## src/design/drg_pkg.sv

```systemverilog
// Shared types and constants for the dynamic resolution governor.
`timescale 1ns / 1ps
package drg_pkg;

    localparam int COUNTER_BITS = 8;
    localparam int CMP_W        = 16;
    localparam logic [COUNTER_BITS-1:0] CNT_MAX = {COUNTER_BITS{1'b1}};

    localparam logic [15:0] FULL_SCALE = 16'd32768;
    localparam logic [15:0] MIN_FLOOR  = 16'd8192;
    localparam logic [15:0] KEEP_Q16   = 16'd58982;
    localparam logic [15:0] ALPHA_Q16  = 16'd6554;
    localparam logic [15:0] K095_Q16   = 16'd62259;

    localparam int MUL_A_W = 48;
    localparam int MUL_B_W = 16;
    localparam int PROD_W  = 64;
    localparam int DIVD_W  = 64;
    localparam int DIVS_W  = 32;

    localparam logic [3:0] REG_TARGET_TIME = 4'd0;
    localparam logic [3:0] REG_SCALE_FLOOR = 4'd1;
    localparam logic [3:0] REG_STEP_SIZE   = 4'd2;
    localparam logic [3:0] REG_OVERSHOOT   = 4'd3;
    localparam logic [3:0] REG_HEADROOM    = 4'd4;
    localparam logic [3:0] REG_DOWN_FRAMES = 4'd5;
    localparam logic [3:0] REG_UP_FRAMES   = 4'd6;
    localparam logic [3:0] REG_COOLDOWN    = 4'd7;

    typedef enum logic [4:0] {
        ST_IDLE, ST_CHK, ST_EMA2, ST_EMA3, ST_COOL, ST_OVER,
        ST_F1, ST_F2, ST_F3, ST_F4, ST_FDIV, ST_FSQ_GO, ST_FSQ, ST_FD2_GO, ST_FD2,
        ST_FMUL, ST_CLAMP, ST_H2, ST_H3, ST_H4, ST_H5, ST_H6,
        ST_SNAP, ST_SDIV, ST_SMUL, ST_COMMIT, ST_DONE
    } drg_state_t;

    typedef enum logic [4:0] {
        OP_NONE, OP_LOAD_IN, OP_EMA_INIT, OP_MUL_EMA, OP_MUL_X, OP_EMA_UPD,
        OP_COOL_DEC, OP_MUL_OVT, OP_OVER_FLOOR, OP_OVER_INC, OP_NOT_OVER,
        OP_MUL_SS, OP_MUL_PT, OP_MUL_PK, OP_DIV_FIT, OP_SQRT, OP_DIV_STEP,
        OP_MUL_QS, OP_CLAMP, OP_MUL_PR, OP_MUL_TH, OP_MUL_PC, OP_HEAD,
        OP_DIV_SNAP, OP_COMMIT, OP_LOAD_OUT
    } drg_op_t;

    typedef struct packed {
        logic in_zero;
        logic ema_zero;
        logic cool_nz;
        logic over_hit;
        logic at_floor;
        logic over_reached;
        logic can_raise;
        logic head_ok;
        logic under_reached;
        logic div_done;
        logic sqrt_done;
    } drg_status_t;

endpackage

```

## src/design/drg_div.sv

```systemverilog
// Restoring divider, one quotient bit per cycle.
`timescale 1ns / 1ps
module drg_div (
    input  logic                       aclk,
    input  logic                       aresetn,
    input  logic                       start,
    input  logic [drg_pkg::DIVD_W-1:0] dividend,
    input  logic [drg_pkg::DIVS_W-1:0] divisor,
    output logic                       done,
    output logic [drg_pkg::DIVD_W-1:0] quotient
);
    localparam int CW = $clog2(drg_pkg::DIVD_W);

    logic                       busy_reg, busy_next;
    logic                       done_reg, done_next;
    logic [CW-1:0]              cnt_reg, cnt_next;
    logic [drg_pkg::DIVS_W-1:0] rem_reg, rem_next;
    logic [drg_pkg::DIVS_W-1:0] dvs_reg, dvs_next;
    logic [drg_pkg::DIVD_W-1:0] quo_reg, quo_next;
    logic [drg_pkg::DIVS_W:0]   trial;

    always_comb begin
        busy_next = busy_reg;
        done_next = 1'b0;
        cnt_next  = cnt_reg;
        rem_next  = rem_reg;
        dvs_next  = dvs_reg;
        quo_next  = quo_reg;
        trial     = {rem_reg, quo_reg[drg_pkg::DIVD_W-1]};
        if (start) begin
            busy_next = 1'b1;
            cnt_next  = '0;
            rem_next  = '0;
            dvs_next  = divisor;
            quo_next  = dividend;
        end else if (busy_reg) begin
            if (trial >= {1'b0, dvs_reg}) begin
                rem_next = drg_pkg::DIVS_W'(trial - {1'b0, dvs_reg});
                quo_next = {quo_reg[drg_pkg::DIVD_W-2:0], 1'b1};
            end else begin
                rem_next = trial[drg_pkg::DIVS_W-1:0];
                quo_next = {quo_reg[drg_pkg::DIVD_W-2:0], 1'b0};
            end
            cnt_next = cnt_reg + 1'b1;
            if (cnt_reg == CW'(drg_pkg::DIVD_W - 1)) begin
                busy_next = 1'b0;
                done_next = 1'b1;
            end
        end
    end

    always_ff @(posedge aclk) begin
        if (!aresetn) begin
            busy_reg <= 1'b0;
            done_reg <= 1'b0;
        end else begin
            busy_reg <= busy_next;
            done_reg <= done_next;
        end
        cnt_reg <= cnt_next;
        rem_reg <= rem_next;
        dvs_reg <= dvs_next;
        quo_reg <= quo_next;
    end

    assign done     = done_reg;
    assign quotient = quo_reg;
endmodule

```

## src/design/drg_sqrt.sv

```systemverilog
// Integer square root, one result bit per cycle.
`timescale 1ns / 1ps
module drg_sqrt (
    input  logic                       aclk,
    input  logic                       aresetn,
    input  logic                       start,
    input  logic [drg_pkg::DIVD_W-1:0] radicand,
    output logic                       done,
    output logic [31:0]                root
);
    localparam int W  = drg_pkg::DIVD_W;
    localparam int CW = $clog2(W / 2);

    logic          busy_reg, busy_next;
    logic          done_reg, done_next;
    logic [CW-1:0] cnt_reg, cnt_next;
    logic [W-1:0]  v_reg, v_next;
    logic [W-1:0]  res_reg, res_next;
    logic [W-1:0]  bit_reg, bit_next;
    logic [W-1:0]  trial;

    always_comb begin
        busy_next = busy_reg;
        done_next = 1'b0;
        cnt_next  = cnt_reg;
        v_next    = v_reg;
        res_next  = res_reg;
        bit_next  = bit_reg;
        trial     = res_reg + bit_reg;
        if (start) begin
            busy_next = 1'b1;
            cnt_next  = '0;
            v_next    = radicand;
            res_next  = '0;
            bit_next  = W'(1) << (W - 2);
        end else if (busy_reg) begin
            if (v_reg >= trial) begin
                v_next   = v_reg - trial;
                res_next = (res_reg >> 1) + bit_reg;
            end else begin
                res_next = res_reg >> 1;
            end
            bit_next = bit_reg >> 2;
            cnt_next = cnt_reg + 1'b1;
            if (cnt_reg == CW'(W / 2 - 1)) begin
                busy_next = 1'b0;
                done_next = 1'b1;
            end
        end
    end

    always_ff @(posedge aclk) begin
        if (!aresetn) begin
            busy_reg <= 1'b0;
            done_reg <= 1'b0;
        end else begin
            busy_reg <= busy_next;
            done_reg <= done_next;
        end
        cnt_reg <= cnt_next;
        v_reg   <= v_next;
        res_reg <= res_next;
        bit_reg <= bit_next;
    end

    assign done = done_reg;
    assign root = res_reg[31:0];
endmodule

```

## src/design/drg_ctrl.sv

```systemverilog
// Sequencer that walks the datapath through one frame sample.
`timescale 1ns / 1ps
module drg_ctrl (
    input  logic                 aclk,
    input  logic                 aresetn,
    input  logic                 s_valid,
    output logic                 s_ready,
    output logic                 m_valid,
    input  logic                 m_ready,
    input  drg_pkg::drg_status_t status,
    output drg_pkg::drg_op_t     op
);
    drg_pkg::drg_state_t state_reg, state_next;
    logic                m_valid_reg, m_valid_next;
    logic                out_free;

    assign out_free = !m_valid_reg || m_ready;

    always_comb begin
        state_next = state_reg;
        case (state_reg)
            drg_pkg::ST_IDLE:   if (s_valid) state_next = drg_pkg::ST_CHK;
            drg_pkg::ST_CHK: begin
                if (status.in_zero)       state_next = drg_pkg::ST_DONE;
                else if (status.ema_zero) state_next = drg_pkg::ST_COOL;
                else                      state_next = drg_pkg::ST_EMA2;
            end
            drg_pkg::ST_EMA2:   state_next = drg_pkg::ST_EMA3;
            drg_pkg::ST_EMA3:   state_next = drg_pkg::ST_COOL;
            drg_pkg::ST_COOL:
                state_next = status.cool_nz ? drg_pkg::ST_DONE : drg_pkg::ST_OVER;
            drg_pkg::ST_OVER: begin
                if (status.over_hit) begin
                    if (!status.at_floor && status.over_reached) state_next = drg_pkg::ST_F1;
                    else                                          state_next = drg_pkg::ST_DONE;
                end else begin
                    state_next = status.can_raise ? drg_pkg::ST_H2 : drg_pkg::ST_DONE;
                end
            end
            drg_pkg::ST_F1:     state_next = drg_pkg::ST_F2;
            drg_pkg::ST_F2:     state_next = drg_pkg::ST_F3;
            drg_pkg::ST_F3:     state_next = drg_pkg::ST_F4;
            drg_pkg::ST_F4:     state_next = drg_pkg::ST_FDIV;
            drg_pkg::ST_FDIV:   if (status.div_done) state_next = drg_pkg::ST_FSQ_GO;
            drg_pkg::ST_FSQ_GO: state_next = drg_pkg::ST_FSQ;
            drg_pkg::ST_FSQ:    if (status.sqrt_done) state_next = drg_pkg::ST_FD2_GO;
            drg_pkg::ST_FD2_GO: state_next = drg_pkg::ST_FD2;
            drg_pkg::ST_FD2:    if (status.div_done) state_next = drg_pkg::ST_FMUL;
            drg_pkg::ST_FMUL:   state_next = drg_pkg::ST_CLAMP;
            drg_pkg::ST_CLAMP:  state_next = drg_pkg::ST_SNAP;
            drg_pkg::ST_H2:     state_next = drg_pkg::ST_H3;
            drg_pkg::ST_H3:     state_next = drg_pkg::ST_H4;
            drg_pkg::ST_H4:     state_next = drg_pkg::ST_H5;
            drg_pkg::ST_H5:     state_next = drg_pkg::ST_H6;
            drg_pkg::ST_H6: begin
                if (status.head_ok && status.under_reached) state_next = drg_pkg::ST_SNAP;
                else                                         state_next = drg_pkg::ST_DONE;
            end
            drg_pkg::ST_SNAP:   state_next = drg_pkg::ST_SDIV;
            drg_pkg::ST_SDIV:   if (status.div_done) state_next = drg_pkg::ST_SMUL;
            drg_pkg::ST_SMUL:   state_next = drg_pkg::ST_COMMIT;
            drg_pkg::ST_COMMIT: state_next = drg_pkg::ST_DONE;
            drg_pkg::ST_DONE:   if (out_free) state_next = drg_pkg::ST_IDLE;
            default:            state_next = drg_pkg::ST_IDLE;
        endcase
    end

    always_comb begin
        op           = drg_pkg::OP_NONE;
        s_ready      = 1'b0;
        m_valid_next = m_valid_reg && !m_ready;
        case (state_reg)
            drg_pkg::ST_IDLE: begin
                s_ready = 1'b1;
                if (s_valid) op = drg_pkg::OP_LOAD_IN;
            end
            drg_pkg::ST_CHK: begin
                if (status.in_zero)       op = drg_pkg::OP_NONE;
                else if (status.ema_zero) op = drg_pkg::OP_EMA_INIT;
                else                      op = drg_pkg::OP_MUL_EMA;
            end
            drg_pkg::ST_EMA2:   op = drg_pkg::OP_MUL_X;
            drg_pkg::ST_EMA3:   op = drg_pkg::OP_EMA_UPD;
            drg_pkg::ST_COOL:
                op = status.cool_nz ? drg_pkg::OP_COOL_DEC : drg_pkg::OP_MUL_OVT;
            drg_pkg::ST_OVER: begin
                if (status.over_hit)
                    op = status.at_floor ? drg_pkg::OP_OVER_FLOOR : drg_pkg::OP_OVER_INC;
                else
                    op = drg_pkg::OP_NOT_OVER;
            end
            drg_pkg::ST_F1:     op = drg_pkg::OP_MUL_SS;
            drg_pkg::ST_F2:     op = drg_pkg::OP_MUL_PT;
            drg_pkg::ST_F3:     op = drg_pkg::OP_MUL_PK;
            drg_pkg::ST_F4:     op = drg_pkg::OP_DIV_FIT;
            drg_pkg::ST_FSQ_GO: op = drg_pkg::OP_SQRT;
            drg_pkg::ST_FD2_GO: op = drg_pkg::OP_DIV_STEP;
            drg_pkg::ST_FMUL:   op = drg_pkg::OP_MUL_QS;
            drg_pkg::ST_CLAMP:  op = drg_pkg::OP_CLAMP;
            drg_pkg::ST_H2:     op = drg_pkg::OP_MUL_PR;
            drg_pkg::ST_H3:     op = drg_pkg::OP_MUL_TH;
            drg_pkg::ST_H4:     op = drg_pkg::OP_MUL_PC;
            drg_pkg::ST_H5:     op = drg_pkg::OP_MUL_PC;
            drg_pkg::ST_H6:     op = drg_pkg::OP_HEAD;
            drg_pkg::ST_SNAP:   op = drg_pkg::OP_DIV_SNAP;
            drg_pkg::ST_SMUL:   op = drg_pkg::OP_MUL_QS;
            drg_pkg::ST_COMMIT: op = drg_pkg::OP_COMMIT;
            drg_pkg::ST_DONE: begin
                if (out_free) begin
                    op           = drg_pkg::OP_LOAD_OUT;
                    m_valid_next = 1'b1;
                end
            end
            default:            op = drg_pkg::OP_NONE;
        endcase
    end

    always_ff @(posedge aclk) begin
        if (!aresetn) begin
            state_reg   <= drg_pkg::ST_IDLE;
            m_valid_reg <= 1'b0;
        end else begin
            state_reg   <= state_next;
            m_valid_reg <= m_valid_next;
        end
    end

    assign m_valid = m_valid_reg;
endmodule

```

## src/design/drg_dp.sv

```systemverilog
// Datapath: config, governor state, shared multiplier, divider and root units.
`timescale 1ns / 1ps
module drg_dp (
    input  logic                 aclk,
    input  logic                 aresetn,
    input  logic                 cfg_wr_en,
    input  logic [3:0]           cfg_index,
    input  logic [15:0]          cfg_data,
    input  logic [15:0]          s_gpu_time,
    input  drg_pkg::drg_op_t     op,
    output drg_pkg::drg_status_t status,
    output logic                 m_scale_changed,
    output logic [15:0]          m_scale
);
    localparam int CB = drg_pkg::COUNTER_BITS;

    // configuration
    logic [15:0] target_reg, floor_cfg_reg;
    logic [14:0] step_reg;
    logic [9:0]  ovt_reg;
    logic [8:0]  hr_reg;
    logic [7:0]  down_reg, up_reg, cool_cfg_reg;

    // governor state
    logic [23:0]   ema_reg, ema_next;
    logic [15:0]   cs_reg, cs_next;
    logic [CB-1:0] over_reg, over_next;
    logic [CB-1:0] under_reg, under_next;
    logic [7:0]    cool_reg, cool_next;
    logic          chg_reg, chg_next;

    // scratch
    logic [15:0]                t_reg, t_next;
    logic [drg_pkg::PROD_W-1:0] p_reg, p_next;
    logic [drg_pkg::PROD_W-1:0] acc_reg, acc_next;
    logic [16:0]                v_reg, v_next;
    logic                       out_chg_reg;
    logic [15:0]                out_scale_reg;

    logic [drg_pkg::MUL_A_W-1:0] mul_a;
    logic [drg_pkg::MUL_B_W-1:0] mul_b;

    logic                       div_start, sq_start, div_done, sq_done;
    logic [drg_pkg::DIVD_W-1:0] div_dvd, quo;
    logic [drg_pkg::DIVS_W-1:0] div_dvs;
    logic [31:0]                root;

    logic [14:0]   st;
    logic [15:0]   floor_s;
    logic [16:0]   raised_sum;
    logic [15:0]   raised;
    logic [23:0]   x;
    logic [CB-1:0] over_inc, under_inc;
    logic [40:0]   ema_sum;
    logic [16:0]   c1, c2, c3;
    logic          hi_neg;
    logic [15:0]   hi;
    logic [15:0]   snapped;

    assign st         = (step_reg == '0) ? 15'd1 : step_reg;
    assign floor_s    = (floor_cfg_reg < drg_pkg::MIN_FLOOR) ? drg_pkg::MIN_FLOOR :
                        ((floor_cfg_reg > drg_pkg::FULL_SCALE) ? drg_pkg::FULL_SCALE
                                                               : floor_cfg_reg);
    assign raised_sum = {1'b0, cs_reg} + 17'(st);
    assign raised     = (raised_sum > 17'(drg_pkg::FULL_SCALE)) ? drg_pkg::FULL_SCALE
                                                                 : raised_sum[15:0];
    assign x          = {t_reg, 8'd0};
    assign over_inc   = (over_reg == drg_pkg::CNT_MAX) ? over_reg : over_reg + 1'b1;
    assign under_inc  = (under_reg == drg_pkg::CNT_MAX) ? under_reg : under_reg + 1'b1;
    assign ema_sum    = 41'(acc_reg) + 41'(p_reg) + 41'd32768;

    assign hi_neg = 16'(st) > cs_reg;
    assign hi     = cs_reg - 16'(st);
    assign c1     = (p_reg > drg_pkg::PROD_W'(65536)) ? 17'd65536 : p_reg[16:0];
    assign c2     = (c1 > 17'(hi)) ? 17'(hi) : c1;
    assign c3     = (hi_neg || c2 < 17'(floor_s)) ? 17'(floor_s) : c2;

    // saturate, then a zero result takes one step
    assign snapped = (p_reg > drg_pkg::PROD_W'(drg_pkg::FULL_SCALE)) ? drg_pkg::FULL_SCALE :
                     ((p_reg == '0) ? 16'(st) : p_reg[15:0]);

    always_comb begin
        status.in_zero       = (t_reg == '0) || (target_reg == '0);
        status.ema_zero      = (ema_reg == '0);
        status.cool_nz       = (cool_reg != '0);
        status.over_hit      = drg_pkg::PROD_W'(ema_reg) > p_reg;
        status.at_floor      = (cs_reg <= floor_s);
        status.over_reached  = drg_pkg::CMP_W'(over_inc) >= drg_pkg::CMP_W'(down_reg);
        status.can_raise     = (raised > cs_reg) && (cs_reg != '0);
        status.head_ok       = acc_reg < p_reg;
        status.under_reached = drg_pkg::CMP_W'(under_inc) >= drg_pkg::CMP_W'(up_reg);
        status.div_done      = div_done;
        status.sqrt_done     = sq_done;
    end

    always_comb begin
        mul_a      = '0;
        mul_b      = '0;
        t_next     = t_reg;
        acc_next   = acc_reg;
        v_next     = v_reg;
        ema_next   = ema_reg;
        cs_next    = cs_reg;
        over_next  = over_reg;
        under_next = under_reg;
        cool_next  = cool_reg;
        chg_next   = chg_reg;
        div_start  = 1'b0;
        sq_start   = 1'b0;
        div_dvd    = '0;
        div_dvs    = '0;
        case (op)
            drg_pkg::OP_LOAD_IN: begin
                t_next   = s_gpu_time;
                chg_next = 1'b0;
            end
            drg_pkg::OP_EMA_INIT: ema_next = x;
            drg_pkg::OP_MUL_EMA: begin
                mul_a = drg_pkg::MUL_A_W'(ema_reg);
                mul_b = drg_pkg::KEEP_Q16;
            end
            drg_pkg::OP_MUL_X: begin
                acc_next = p_reg;
                mul_a    = drg_pkg::MUL_A_W'(x);
                mul_b    = drg_pkg::ALPHA_Q16;
            end
            drg_pkg::OP_EMA_UPD: ema_next = ema_sum[39:16];
            drg_pkg::OP_COOL_DEC: cool_next = cool_reg - 1'b1;
            drg_pkg::OP_MUL_OVT: begin
                mul_a = drg_pkg::MUL_A_W'(target_reg);
                mul_b = drg_pkg::MUL_B_W'(ovt_reg);
            end
            drg_pkg::OP_OVER_FLOOR: begin
                under_next = '0;
                over_next  = '0;
            end
            drg_pkg::OP_OVER_INC: begin
                under_next = '0;
                over_next  = over_inc;
            end
            drg_pkg::OP_NOT_OVER: begin
                over_next = '0;
                if (!status.can_raise) under_next = '0;
                mul_a = drg_pkg::MUL_A_W'(ema_reg);
                mul_b = raised;
            end
            drg_pkg::OP_MUL_SS: begin
                mul_a = drg_pkg::MUL_A_W'(cs_reg);
                mul_b = cs_reg;
            end
            drg_pkg::OP_MUL_PT: begin
                mul_a = p_reg[drg_pkg::MUL_A_W-1:0];
                mul_b = target_reg;
            end
            drg_pkg::OP_MUL_PK: begin
                mul_a = p_reg[drg_pkg::MUL_A_W-1:0];
                mul_b = drg_pkg::K095_Q16;
            end
            drg_pkg::OP_DIV_FIT: begin
                div_start = 1'b1;
                div_dvd   = p_reg;
                div_dvs   = {ema_reg, 8'd0};
            end
            drg_pkg::OP_SQRT: sq_start = 1'b1;
            drg_pkg::OP_DIV_STEP: begin
                div_start = 1'b1;
                div_dvd   = drg_pkg::DIVD_W'(root);
                div_dvs   = drg_pkg::DIVS_W'(st);
            end
            drg_pkg::OP_MUL_QS: begin
                mul_a = quo[drg_pkg::MUL_A_W-1:0];
                mul_b = drg_pkg::MUL_B_W'(st);
            end
            drg_pkg::OP_CLAMP: v_next = c3;
            drg_pkg::OP_MUL_PR: begin
                mul_a = p_reg[drg_pkg::MUL_A_W-1:0];
                mul_b = raised;
            end
            drg_pkg::OP_MUL_TH: begin
                acc_next = p_reg;
                mul_a    = drg_pkg::MUL_A_W'(target_reg);
                mul_b    = drg_pkg::MUL_B_W'(hr_reg);
            end
            drg_pkg::OP_MUL_PC: begin
                mul_a = p_reg[drg_pkg::MUL_A_W-1:0];
                mul_b = cs_reg;
            end
            drg_pkg::OP_HEAD: begin
                if (status.head_ok) begin
                    under_next = under_inc;
                    v_next     = 17'(raised);
                end else begin
                    under_next = '0;
                end
            end
            drg_pkg::OP_DIV_SNAP: begin
                div_start = 1'b1;
                div_dvd   = drg_pkg::DIVD_W'({v_reg, 1'b0}) + drg_pkg::DIVD_W'(st);
                div_dvs   = drg_pkg::DIVS_W'({st, 1'b0});
            end
            drg_pkg::OP_COMMIT: begin
                over_next  = '0;
                under_next = '0;
                if (snapped != cs_reg) begin
                    cs_next   = snapped;
                    ema_next  = '0;
                    cool_next = cool_cfg_reg;
                    chg_next  = 1'b1;
                end
            end
            default: begin
            end
        endcase
        p_next = drg_pkg::PROD_W'(mul_a) * drg_pkg::PROD_W'(mul_b);
    end

    always_ff @(posedge aclk) begin
        if (!aresetn) begin
            target_reg    <= 16'd4267;
            floor_cfg_reg <= 16'd16384;
            step_reg      <= 15'd1638;
            ovt_reg       <= 10'd269;
            hr_reg        <= 9'd230;
            down_reg      <= 8'd3;
            up_reg        <= 8'd30;
            cool_cfg_reg  <= 8'd10;
            ema_reg       <= '0;
            cs_reg        <= drg_pkg::FULL_SCALE;
            over_reg      <= '0;
            under_reg     <= '0;
            cool_reg      <= '0;
            chg_reg       <= 1'b0;
        end else begin
            if (cfg_wr_en) begin
                case (cfg_index)
                    drg_pkg::REG_TARGET_TIME: target_reg    <= cfg_data;
                    drg_pkg::REG_SCALE_FLOOR: floor_cfg_reg <= cfg_data;
                    drg_pkg::REG_STEP_SIZE:   step_reg      <= cfg_data[14:0];
                    drg_pkg::REG_OVERSHOOT:   ovt_reg       <= cfg_data[9:0];
                    drg_pkg::REG_HEADROOM:    hr_reg        <= cfg_data[8:0];
                    drg_pkg::REG_DOWN_FRAMES: down_reg      <= cfg_data[7:0];
                    drg_pkg::REG_UP_FRAMES:   up_reg        <= cfg_data[7:0];
                    drg_pkg::REG_COOLDOWN:    cool_cfg_reg  <= cfg_data[7:0];
                    default: begin
                    end
                endcase
            end
            ema_reg   <= ema_next;
            cs_reg    <= cs_next;
            over_reg  <= over_next;
            under_reg <= under_next;
            cool_reg  <= cool_next;
            chg_reg   <= chg_next;
        end
        t_reg   <= t_next;
        p_reg   <= p_next;
        acc_reg <= acc_next;
        v_reg   <= v_next;
        if (op == drg_pkg::OP_LOAD_OUT) begin
            out_chg_reg   <= chg_reg;
            out_scale_reg <= cs_reg;
        end
    end

    drg_div u_div (
        .aclk     (aclk),
        .aresetn  (aresetn),
        .start    (div_start),
        .dividend (div_dvd),
        .divisor  (div_dvs),
        .done     (div_done),
        .quotient (quo)
    );

    drg_sqrt u_sqrt (
        .aclk     (aclk),
        .aresetn  (aresetn),
        .start    (sq_start),
        .radicand (quo),
        .done     (sq_done),
        .root     (root)
    );

    assign m_scale_changed = out_chg_reg;
    assign m_scale         = out_scale_reg;
endmodule

```

## src/design/dynamic_resolution_governor.sv

```systemverilog
// Top level of the dynamic resolution governor.
//  channel | ports                         | payload
//  input   | s_valid / s_ready             | s_gpu_time (Q8.8 ms)
//  result  | m_valid / m_ready             | m_scale_changed, m_scale (Q1.15)
//  config  | cfg_wr_en, cfg_index          | cfg_data
// One request at a time. A step down makes three passes through the shared
// 64-step divider and one through the 32-step root; a step up makes one pass.
// Synchronous active-low reset restores the register defaults and full scale.
// A new request is taken while the previous result waits on m_ready; the
// next result is held in its last state until the output register frees.
`timescale 1ns / 1ps
module dynamic_resolution_governor (
    input  logic        aclk,
    input  logic        aresetn,
    input  logic        cfg_wr_en,
    input  logic [3:0]  cfg_index,
    input  logic [15:0] cfg_data,
    input  logic        s_valid,
    output logic        s_ready,
    input  logic [15:0] s_gpu_time,
    output logic        m_valid,
    input  logic        m_ready,
    output logic        m_scale_changed,
    output logic [15:0] m_scale
);
    drg_pkg::drg_status_t status;
    drg_pkg::drg_op_t     op;

    drg_ctrl u_ctrl (
        .aclk    (aclk),
        .aresetn (aresetn),
        .s_valid (s_valid),
        .s_ready (s_ready),
        .m_valid (m_valid),
        .m_ready (m_ready),
        .status  (status),
        .op      (op)
    );

    drg_dp u_dp (
        .aclk            (aclk),
        .aresetn         (aresetn),
        .cfg_wr_en       (cfg_wr_en),
        .cfg_index       (cfg_index),
        .cfg_data        (cfg_data),
        .s_gpu_time      (s_gpu_time),
        .op              (op),
        .status          (status),
        .m_scale_changed (m_scale_changed),
        .m_scale         (m_scale)
    );
endmodule

```

## config.mk

```make
export PLATFORM = sky130hd
export DESIGN_NAME = dynamic_resolution_governor
export DESIGN_NICKNAME = d
export VERILOG_FILES = /design/src/design/drg_pkg.sv /design/src/design/drg_div.sv /design/src/design/drg_sqrt.sv /design/src/design/drg_ctrl.sv /design/src/design/drg_dp.sv /design/src/design/dynamic_resolution_governor.sv
export SDC_FILE = /design/constraint.sdc
export NUM_CORES = 2
export LEC_CHECK = 0
export BUFFER_PORTS_ARGS = -buffer_cell sky130_fd_sc_hd__buf_2
export CAP_MARGIN = 20
export CORE_MARGIN = 3
export CORE_UTILIZATION = 35
export DETAILED_ROUTE_END_ITERATION = 10
export GPL_TIMING_DRIVEN = 1
export MAX_ROUTING_LAYER = met4
export SLEW_MARGIN = 20
export SYNTH_ARGS = -nofsm -noshare
export SYNTH_HDL_FRONTEND = slang
export SYNTH_SLANG_ARGS = --single-unit
export TNS_END_PERCENT = 100
```

## constraint.sdc

```tcl
create_clock -name aclk -period 20.5 [get_ports aclk]
set_input_delay 3.075 -clock aclk [delete_from_list [all_inputs] [get_ports aclk]]
set_output_delay 3.075 -clock aclk [all_outputs]
set_load 0.005 [all_outputs]
```

==> results.sh <==
export IMPL_status="finished clean"
export IMPL_fp_dieW_um=447
export IMPL_cts_buffers=77
export IMPL_clk_pin_slew_ns=0.07
export IMPL_reg2reg_from="u_dp.step_reg[13]$_SDFFE_PN0P_"
export IMPL_cts_post_setup_buffers_inserted=0
export IMPL_hold_class="reg2reg"
export IMPL_core_um2=193000
export IMPL_ff2ff_path_depth=40
export IMPL_port_buffers=59
export IMPL_arrival_ns=14.11
export IMPL_multiInputGateArea_um2=47500
export IMPL_path_class="reg2reg"
export IMPL_syn_cell_area_um2=68200
export IMPL_drt_pre_antenna_iters=9
export IMPL_p_per_area_nw_per_um2=93.7
export IMPL_vias=59900
export IMPL_ant_nets=0
export IMPL_ys_ff_latch=642
export IMPL_whs_path_depth=0
export IMPL_die_area_um2=200000
export IMPL_fin_nets=9150
export IMPL_via_per_inst=5.72
export IMPL_yosysMostFrequentCell="nand2_1"
export IMPL_drv_slew=0
export IMPL_rsz0062_at_grt="no"
export IMPL_grt_overflow=0
export IMPL_relSlewSlack=0.181
export IMPL_synth_area_leaders="fa_1 (19%), edfxtp_1 (12%), dfxtp_1 (11%)"
export IMPL_yosysTopAreaCell="fa_1"
export IMPL_tightest_slew_ns=1.22
export IMPL_start_util=0.353
export IMPL_grt_max_degree=89
export IMPL_fin_crit_sh=0.660
export IMPL_cts_resized_gates=0
export IMPL_drt_iter0_markers=6625
export IMPL_end_kind="flip-flop"
export IMPL_synth_top_cell_area_share=0.190
export IMPL_syn_to_final_growth_pct=8.47
export IMPL_ys_flop_type="dfxtp_1"
export IMPL_clk_path_buf_depth=3
export IMPL_cp_max_fo=48
export IMPL_clock_fmax_ghz=0.0739
export IMPL_synth_common_cells="nand2_1 (1,042), inv_1 (986), nor2_1 (720), fa_1 (647), ha_1 (587)"
export IMPL_placed_area_um2=71300
export IMPL_hold_buffers=0
export IMPL_holdPathEnd="u_dp.m_scale_changed$_DFFE_PN_"
export IMPL_drv_cap=0
export IMPL_die_h_um=447
export IMPL_antenna_found_initial=10
export IMPL_cts_root_buf="clkbuf_16"
export IMPL_path_common_cell="fa_1"
export IMPL_peakVddDrop_mv=0.126
export IMPL_dp_hpwl_um=184000
export IMPL_hp_start="u_dp.chg_reg$_SDFFE_PN0P_"
export IMPL_syn_avg_cell_area_um2=8.50
export IMPL_regToRegEndpoint="u_dp.p_reg[63]$_DFF_P_"
export IMPL_grt_pass1_vias=59100
export IMPL_n_fill_cell=19600
export IMPL_synth_cell_type_count=94
export IMPL_place_congestion=1.04
export IMPL_grt_util_all_layers=0.247
export IMPL_drc_errors=0
export IMPL_cp_required_ns=21.08
export IMPL_leakage_nw=32.0
export IMPL_setup_violations_final=0
export IMPL_layout_drive_gt1_share=0.0545
export IMPL_rows=161
export IMPL_fin_worst_skew_ns=0.0556
export IMPL_syn_inst=8018
export IMPL_grt_pass1_wl_um=368000
export IMPL_clk_latency_ns=0.73
export IMPL_cts_max_level=3
export IMPL_wl_per_cell_um=23.3
export IMPL_final_core_util=0.383
export IMPL_seq_area_frac_synth=0.229
export IMPL_cp_start_kind="flip-flop"
export IMPL_synthArstFlopShare=0
export IMPL_ys_warn_count=0
export IMPL_hold_viol_final=0
export IMPL_tns_ns=0
export IMPL_reg2reg_slack_ns=6.97
export IMPL_cts_sinks=642
export IMPL_critical_path_max_stage_delay_ns=0.72
export IMPL_synthesis_nets=9293
export IMPL_seqCellArea_um2=15600
export IMPL_slowest_stage="xnor2_1"
export IMPL_crit_start="u_dp.step_reg[13]$_SDFFE_PN0P_"
export IMPL_design_area_um2=73900
export IMPL_synth_edf_count=274
export IMPL_drt_total_wl_um=244000
export IMPL_finalCriticalPeriod_ns=13.53
export IMPL_cts_tree="built"
export IMPL_io_pins=60
-- stage by stage --
step           total power [mW]  worst slack (ns)  hold slack, ns  cells
3_3_place_gp               5.39              7.36           0.417  10300
4_1_cts                    6.87              7.23           0.431  10500
3_5_place_dp               5.42              7.31           0.420  10300
2_1_floorplan              4.10              9.62           0.409   8018
6_report                   6.93              6.97           0.430  10500
5_1_grt                    7.31              6.47           0.460  10500
-- worst max-delay path by stage --
stage	to	slack (ns)
6_report	u_dp.p_reg[63]$_DFF_P_	6.97
4_1_cts	u_dp.p_reg[63]$_DFF_P_	7.23
2_1_floorplan	u_dp.p_reg[44]$_DFF_P_	9.62
3_3_place_gp	u_dp.p_reg[63]$_DFF_P_	7.36
5_1_grt	u_dp.p_reg[63]$_DFF_P_	6.47
3_5_place_dp	u_dp.p_reg[63]$_DFF_P_	7.31
-- where the power goes --
part | internal [mW] | switching, mW
clock network | 0.778 | 0.646
registers | 1.55 | 0.263
logic | 1.16 | 2.54
total | 3.48 | 3.45
-- layout by cell type (no fill, tap or decap), drive strengths merged, types with 100 or more instances in the layout --
cell type,instances
a21o,148
ha,587
nor3,120
fa,647
xor2,118
nor2,720
inv,993
dfxtp,368
o21ai,352
clkbuf,100
a211oi,101
edfxtp,274
xnor2,204
nand2,1042
nand3,126
buf,194
a21oi,491
-- cell type report --
cell class                 count  area share
antenna                        8    0.000271
clock buffer                  99      0.0287
clock inverter                45     0.00653
inverter                     988      0.0502
multi-input combinational   5971       0.643
sequential                   642       0.211
tap                         2526      0.0427
timing repair buffer         195      0.0177
-- per-layer routing --
metal	GRT usage	vias to the layer above	share of wire
met5	-	-	0
met4	0.126	0	0.058
met3	0.0407	539	0.089
met2	0.364	2715	0.43
met1	0.328	29500	0.42
li1	-	27100	-
-- worst max-delay path: cells and delay by family, from the launching register on --
kind                       cells  cell delay, ns
xor gates and xnor gates       2            0.86
AOI/OAI and AO/OA             14            4.34
and+or+nand+nor                8            2.02
DFF                            1            0.46
adders and majority gates      9            4.24
buffers and inverters          7            1.41
-- cells by family (layout without fill, tap and decap cells) --
family	Yosys count	count (layout)	share of synthesized area
fa+ha+maj	1234	1234	0.298
other cells	1	9	0.0000550
simple gates	2511	2511	0.163
buf+inv	1405	1327	0.0784
flops	642	642	0.229
xor+xnor	322	322	0.0414
mux	94	94	0.0140
compound gates	1809	1809	0.176
Power figures use the tool's default switching activity.
